`config.mk`:
```
export PLATFORM = sky130hd
export DESIGN_NAME = bbc_cfg
export DESIGN_NICKNAME = d
export VERILOG_FILES = /design/src/design/bbc_pkg.sv /design/src/design/bbc_cfg.sv
export SDC_FILE = /design/constraint.sdc
export NUM_CORES = 1
export LEC_CHECK = 0
export BUFFER_PORTS_ARGS = -buffer_cell sky130_fd_sc_hd__buf_2
export CAP_MARGIN = 5
export CORE_AREA = 2 2 84 106
export DETAILED_ROUTE_END_ITERATION = 16
export DIE_AREA = 0 0 86 108
export HOLD_SLACK_MARGIN = 0.02
export PLACE_DENSITY = 0.66
export SETUP_SLACK_MARGIN = 0.4
export SKIP_LAST_GASP = 1
export SLEW_MARGIN = 40
export SYNTH_ARGS = -nofsm -noshare
export SYNTH_HDL_FRONTEND = slang
export SYNTH_SLANG_ARGS = --single-unit
```
`constraint.sdc`:
```
create_clock -name clk -period 11 [get_ports clk]
set_input_delay 0.55 -clock clk [delete_from_list [all_inputs] [get_ports clk]]
set_output_delay 0.55 -clock clk [all_outputs]
set_load 0.02 [all_outputs]
```
`src/design/bbc_pkg.sv`:
```
package bbc_pkg;

	// Default image bounds
	localparam int DEF_MAX_WIDTH  = 64;
	localparam int DEF_MAX_HEIGHT = 64;

	// Size registers come out of reset at this value (clamped to the bounds)
	localparam int SIZE_RESET = 64;

	// Config port
	localparam int CFG_DW = 7;
	localparam int CFG_IW = 2;

	localparam logic [CFG_IW-1:0] REG_CONN   = 2'd0;
	localparam logic [CFG_IW-1:0] REG_WIDTH  = 2'd1;
	localparam logic [CFG_IW-1:0] REG_HEIGHT = 2'd2;

	// Result width; the tally saturates at all ones
	localparam int COUNT_W = 12;

	// Sequencer states
	typedef enum logic [2:0] {
		ST_IDLE,
		ST_SCAN_RD,
		ST_SCAN_CHK,
		ST_POP,
		ST_POP_WAIT,
		ST_NB,
		ST_NB_CHK,
		ST_DONE
	} state_t;

	// One coordinate step toward a neighbor
	typedef enum logic [1:0] {
		STEP_ZERO  = 2'd0,
		STEP_PLUS  = 2'd1,
		STEP_MINUS = 2'd2
	} step_t;

	// Neighbor offsets: four orthogonal first, then the four diagonals
	localparam step_t NB_DR [8] = '{STEP_ZERO, STEP_ZERO, STEP_PLUS, STEP_MINUS,
		STEP_PLUS, STEP_MINUS, STEP_MINUS, STEP_PLUS};
	localparam step_t NB_DC [8] = '{STEP_MINUS, STEP_PLUS, STEP_ZERO, STEP_ZERO,
		STEP_MINUS, STEP_PLUS, STEP_MINUS, STEP_PLUS};

	localparam logic [2:0] NB_LAST4 = 3'd3;
	localparam logic [2:0] NB_LAST8 = 3'd7;

endpackage

```
`src/design/bbc_cfg.sv`:
```
module bbc_cfg import bbc_pkg::*; #(
	parameter int MAX_WIDTH  = DEF_MAX_WIDTH,
	parameter int MAX_HEIGHT = DEF_MAX_HEIGHT,
	localparam int W_BITS = $clog2(MAX_WIDTH + 1),
	localparam int H_BITS = $clog2(MAX_HEIGHT + 1),
	localparam int L_BITS = $clog2(MAX_WIDTH * MAX_HEIGHT) + 1
) (
	input  logic              clk,
	input  logic              arst_n,
	input  logic              cfg_wr,
	input  logic [CFG_IW-1:0] cfg_index,
	input  logic [CFG_DW-1:0] cfg_data,
	output logic              conn8,
	output logic [W_BITS-1:0] width_eff,
	output logic [H_BITS-1:0] height_eff,
	output logic [L_BITS-1:0] limit
);

	localparam int W_RST = (SIZE_RESET > MAX_WIDTH) ? MAX_WIDTH : SIZE_RESET;
	localparam int H_RST = (SIZE_RESET > MAX_HEIGHT) ? MAX_HEIGHT : SIZE_RESET;

	logic              conn_q;
	logic [W_BITS-1:0] w_q;
	logic [H_BITS-1:0] h_q;
	logic [L_BITS-1:0] limit_q;
	logic [W_BITS-1:0] w_new;
	logic [H_BITS-1:0] h_new;

	// Zero reads as one, oversize saturates to the bound
	function automatic logic [W_BITS-1:0] clamp_w(logic [CFG_DW-1:0] d);
		logic [W_BITS-1:0] r;
		if (d == '0) begin
			r = W_BITS'(1);
		end else if (32'(d) > MAX_WIDTH) begin
			r = W_BITS'(MAX_WIDTH);
		end else begin
			r = W_BITS'(d);
		end
		return r;
	endfunction

	function automatic logic [H_BITS-1:0] clamp_h(logic [CFG_DW-1:0] d);
		logic [H_BITS-1:0] r;
		if (d == '0) begin
			r = H_BITS'(1);
		end else if (32'(d) > MAX_HEIGHT) begin
			r = H_BITS'(MAX_HEIGHT);
		end else begin
			r = H_BITS'(d);
		end
		return r;
	endfunction

	assign w_new = clamp_w(cfg_data);
	assign h_new = clamp_h(cfg_data);

	// Register file; the pixel limit is kept as a product so loading needs no multiply
	always_ff @(posedge clk or negedge arst_n) begin
		if (!arst_n) begin
			conn_q  <= 1'b0;
			w_q     <= W_BITS'(W_RST);
			h_q     <= H_BITS'(H_RST);
			limit_q <= L_BITS'(W_RST * H_RST);
		end else if (cfg_wr) begin
			unique case (cfg_index)
				REG_CONN: begin
					conn_q <= cfg_data[0];
				end
				REG_WIDTH: begin
					w_q     <= w_new;
					limit_q <= L_BITS'(L_BITS'(w_new) * L_BITS'(h_q));
				end
				REG_HEIGHT: begin
					h_q     <= h_new;
					limit_q <= L_BITS'(L_BITS'(w_q) * L_BITS'(h_new));
				end
				default: begin
				end
			endcase
		end
	end

	assign conn8      = conn_q;
	assign width_eff  = w_q;
	assign height_eff = h_q;
	assign limit      = limit_q;

endmodule

```
# Yosys cells after proc, flatten, opt, wreduce, memory -nomap -nowiden
# Cells that the tools add are included.
# word_totals
regBits	28
latchBits	0
ram_bits	0
rom_bits	0
input_bits	12
output_inout_bits	28
elab_cells	19
n_memories	0
# op_classes
n_addsub	0
n_mul	2
div	0
magnitude_cmp	1
eq_ne	2
shift	0
muxes	3
n_bitwise	0
reduce_logical	7
# op_table
op	count
$mul 7x7->13	2
$pmux 13 s2	1
$mux 7	2
$reduce_and 2->1	4
$gt 7x7->1 const B	1
$logic_not 7->1	1
$eq 2x1->1 const B	1
$eq 2x2->1 const B	1
$logic_not 2->1	1
$reduce_bool 2->1	1

# Logic depth before layout (Yosys ltp)
# logic_depth
word_depth	5
ltp_mapped	20
ltp_nobuf	19

# Worst setup path after synthesis
# OpenSTA, ideal clock, no wires.
# synth_timing
path_kind	input -> register
startpoint	input port cfg_data[5]
endpoint	register limit_q[12] (netlist: limit[12])
setup_ps	73
arrival_ps	4704
t_required_ps	10927
path_slack_ps	6223
stages	19
n_path_buf	1
path_cell_list	nor3_1 a21oi_1 nor2_1 clkbuf_1 nand2_1 fa_1 fa_1 inv_1 fa_1 inv_1 fa_1 inv_1 ha_1 o21ai_0 o211ai_1 a41oi_1 xnor2_1 mux2i_1 a21oi_1
# synth_via
elab_chain_cells	5
elab_cells_between_ends	7
classes_between	mul: 2; order compare: 1; mux: 3; reduce/logical: 1
# synth_lines
item	line_no	text
start, declared	bbc_cfg.sv:12	input logic [CFG_DW-1:0] cfg_data,
$gt 7x7->1	bbc_cfg.sv:34, bbc_cfg.sv:46	
$mux 7	bbc_cfg.sv:34, bbc_cfg.sv:46	
$mux 7 (*)	bbc_cfg.sv:32, bbc_cfg.sv:44	
$mul 7x7->13, on equally long branches	bbc_cfg.sv:75, bbc_cfg.sv:71	
$pmux 13 s2 (*)	bbc_cfg.sv:65	unique case (cfg_index)
end signal, assigned	bbc_cfg.sv:63	limit_q <= L_BITS'(W_RST * H_RST);
end signal, assigned	bbc_cfg.sv:71	limit_q <= L_BITS'(L_BITS'(w_new) * L_BITS'(h_q));
end signal, assigned	bbc_cfg.sv:75	limit_q <= L_BITS'(L_BITS'(w_q) * L_BITS'(h_new));
end, declared	bbc_cfg.sv:25	logic [L_BITS-1:0] limit_q;
# Mark *: on every way between the ends. The rest lies on a longest branch, timed or not.
# A chain may end at the register's enable or synchronous reset.

# Worst setup path in the final report
# Ends and elaborated chain as after synthesis.

==> results.md <==
* Hold/Removal Path Class: primary input to async pin
* Reg2reg end: limit[10]
* Core area at approximately 0.008 sq mm
* CTS buffer count at 3
* RSZ-0062 raised after global routing: no
* CTS Sinks at 28
* Critical path endpoint category: flip-flop
* Crit Path Class: primary input to flip-flop
* Crit-path max FO at 12
* R2R setup slack at approximately 6.5 ns
* Final worst path period need at roughly 5.2 ns
* Vias in the first global route at around 3300
* Hold slack final at roughly 0.29 ns
* Critical Path Start: cfg_data[5]
* Commonest non-fill, non-tap cell in the layout: and2_1
* Worst EP required at roughly 11 ns
* I/O pin total at 40
* Final setup violation count at 0
* Layout fillers at 736
* CP arrival at approximately 5.5 ns
* CTS tree: yes
* Warnings, synthesis at 0
* Share of layout cells above drive strength 1 at 14.5%
* Reg clk slew, reported paths at approximately 0.1 ns
* Inst Count DP at between 500 and 600
* Critical Path Sink: limit[12]
* Gr usage total at 22.7%
* Area of the multi-input gates at 0.00335 sq mm
* Cells after synthesis at ~440
* Post-Synthesis Net Count at ~560
* Slew HR at between 50% and 60%
* Worst Reg-to-Reg Cells at 16
* First-pass GRT wire length at 16600 um
* Leak at ~2.5 nW
* Port Buffers at 39
* Total grt overflow at 0
* TNS Setup at 0 ns
* Slew Limit Fails at 0
* DR vias/cell at around 5.6
* Initial cell density of the core at ~52%
* Post-CTS Resized at 0
* Setup Buffers After CTS at 0
* VDD IR max at ~0.11 mV
* Avg WL per Cell at between 15 and 20 um
* Synth Area per Inst at 9.56 sq um
* DR iter-0 viols at between 150 and 200
* Gpl congestion at 0.912
* Commonest non-fill, non-tap cells in the layout: and2_1, ha_1, fa_1
* Number of synthesized register bits at 28
* Die Wd at about 86 um
* Layout Nets at about 600
* Crit start category: primary input
* Cell Rows at 37
* Initial antenna violation count at 0
* Clk_skew at 0.00932 ns
* Drt drc at 0
* Sequential fraction of the synthesis area at between 15 and 20%
* Die Y at approximately 110 um
* RR Startpoint: width_eff[5]
* Root Driver: clkbuf_8
* Worst-Skew Late Latency at around 0.28 ns
* FF+latch area at 704 sq um
* Max Freq at 191 MHz
* Post-DP HPWL at just under 8000 um
* DRT Pass-1 Iters at 4
* Max Cap Viol at 0
* # diodes at 0
* Final period util at a little under half
* Vias at ~3200
* H-tree Lvls at 1
* Final WL at 9500 um
* Die ar. at between 0.009 and 0.01 sq mm
* Worst-Margin Slew at roughly 0.67 ns
* PwrDens at 112 mW/mm^2
* Routed Antenna Nets at 0
* Synth cell types at 34
* Cell area after synthesis at ~0.0042 sq mm
* Outcome: completed
* Non-filler cells, final at ~570
* Max clock buf depth at 2
* CTS Hold Buffers Added at 0
* Layout area overhead at 8.42%
* Final Hold Fails at 0
* Maximum number of pins on one net before global-route repair at 29
## layer usage
metal	GRT usage (%)	up-vias	part of all wire, %
li1	-	1553	-
met1	34.6	1590	48
met2	35.7	67	47
met3	2.44	6	3.5
met4	3.06	0	0.84
met5	0	-	0
## synth_stat cells (all sizes together)
cell	instances	share of area [%]
nor2b	5	0.74
xnor2	16	3.3
xor2	5	1.0
ha	63	19
nor2	18	1.6
clkbuf	10	0.89
buf	3	0.30
o211ai	3	0.53
mux2i	8	1.9
o31ai	2	0.35
fa	46	22
o21bai	4	0.71
a21o	6	1.1
and2	73	11
a41oi	2	0.41
and3	2	0.30
mux2	13	3.5
inv	36	3.2
nand2	43	3.8
a211oi	9	1.8
nor3	5	0.59
o32a	1	0.24
nand4	1	0.15
dfstp	3	1.9
dfrtp	25	15
a21oi	13	1.5
a2111oi	2	0.71
o41ai	3	0.62
o221ai	1	0.21
a31o	2	0.41
o21ai	20	2.4
## stage by stage
stage	worst slack (ns)	total power, mW	utilization [%]	instance area [sq um]
floorplan	6.22	0.358	-	4240
global placement	5.53	0.445	55.3	4530
detailed placement	5.48	0.449	55.3	4530
CTS	5.78	0.518	56.0	4590
global route	5.45	0.563	56.0	4590
finish	5.77	0.513	56.0	4590
## power by group
part | internal [mW] | total [mW] | switching [mW] | leakage, nW
logic | 0.120 | 0.292 | 0.173 | 2.08
clock network | 0.0321 | 0.0649 | 0.0328 | 0.0288
registers | 0.127 | 0.156 | 0.0283 | 0.355
## how the worst min path moves through the flow
stage                     startpoint        to  slack [ns]  cells after the start
after floorplan               arst_n     conn8        0.25                      0
after global placement      limit[5]  limit[5]        0.47                      2
after detailed placement    limit[5]  limit[5]        0.48                      2
after CTS                     arst_n     conn8        0.30                      1
after global routing          arst_n     conn8        0.32                      1
final                         arst_n     conn8        0.29                      1
## state kept, by name, indices dropped and copies added (netlist names)
register and cells:
limit 13, height_eff 7, conn8 1, width_eff 7
## layout make-up
cell class / count / area share [%]
clock buffers: 4 / 1.20
flip-flops and latches: 28 / 15.3
inverters: 36 / 2.94
well taps: 97 / 2.64
repair buffers: 43 / 4.90
multi-input cells: 366 / 73.0
## critical path, stage by stage
cell and delay (ns):
buf_2 0.10, nor3_1 0.19, a21oi_1 0.16, nor2_1 0.52, nand2_1 0.17, fa_1 0.53
fa_1 0.56, inv_1 0.06, fa_1 0.54, inv_1 0.06, fa_1 0.53, inv_1 0.04
ha_1 0.32, o21ai_0 0.16, o211ai_1 0.29, a41oi_1 0.19, xnor2_1 0.22, mux2i_1 0.09
a21oi_1 0.15
## logic make-up after synthesis
group	count (synthesis)	share of synthesized area, %
compound gates	68	11.0
buf+inv	49	4.37
mux	21	5.35
fa+ha+maj	109	40.4
simple gates	147	18.0
xor+xnor	21	4.34
flops	28	16.6
No activity file was read; power rests on OpenSTA's default activity.
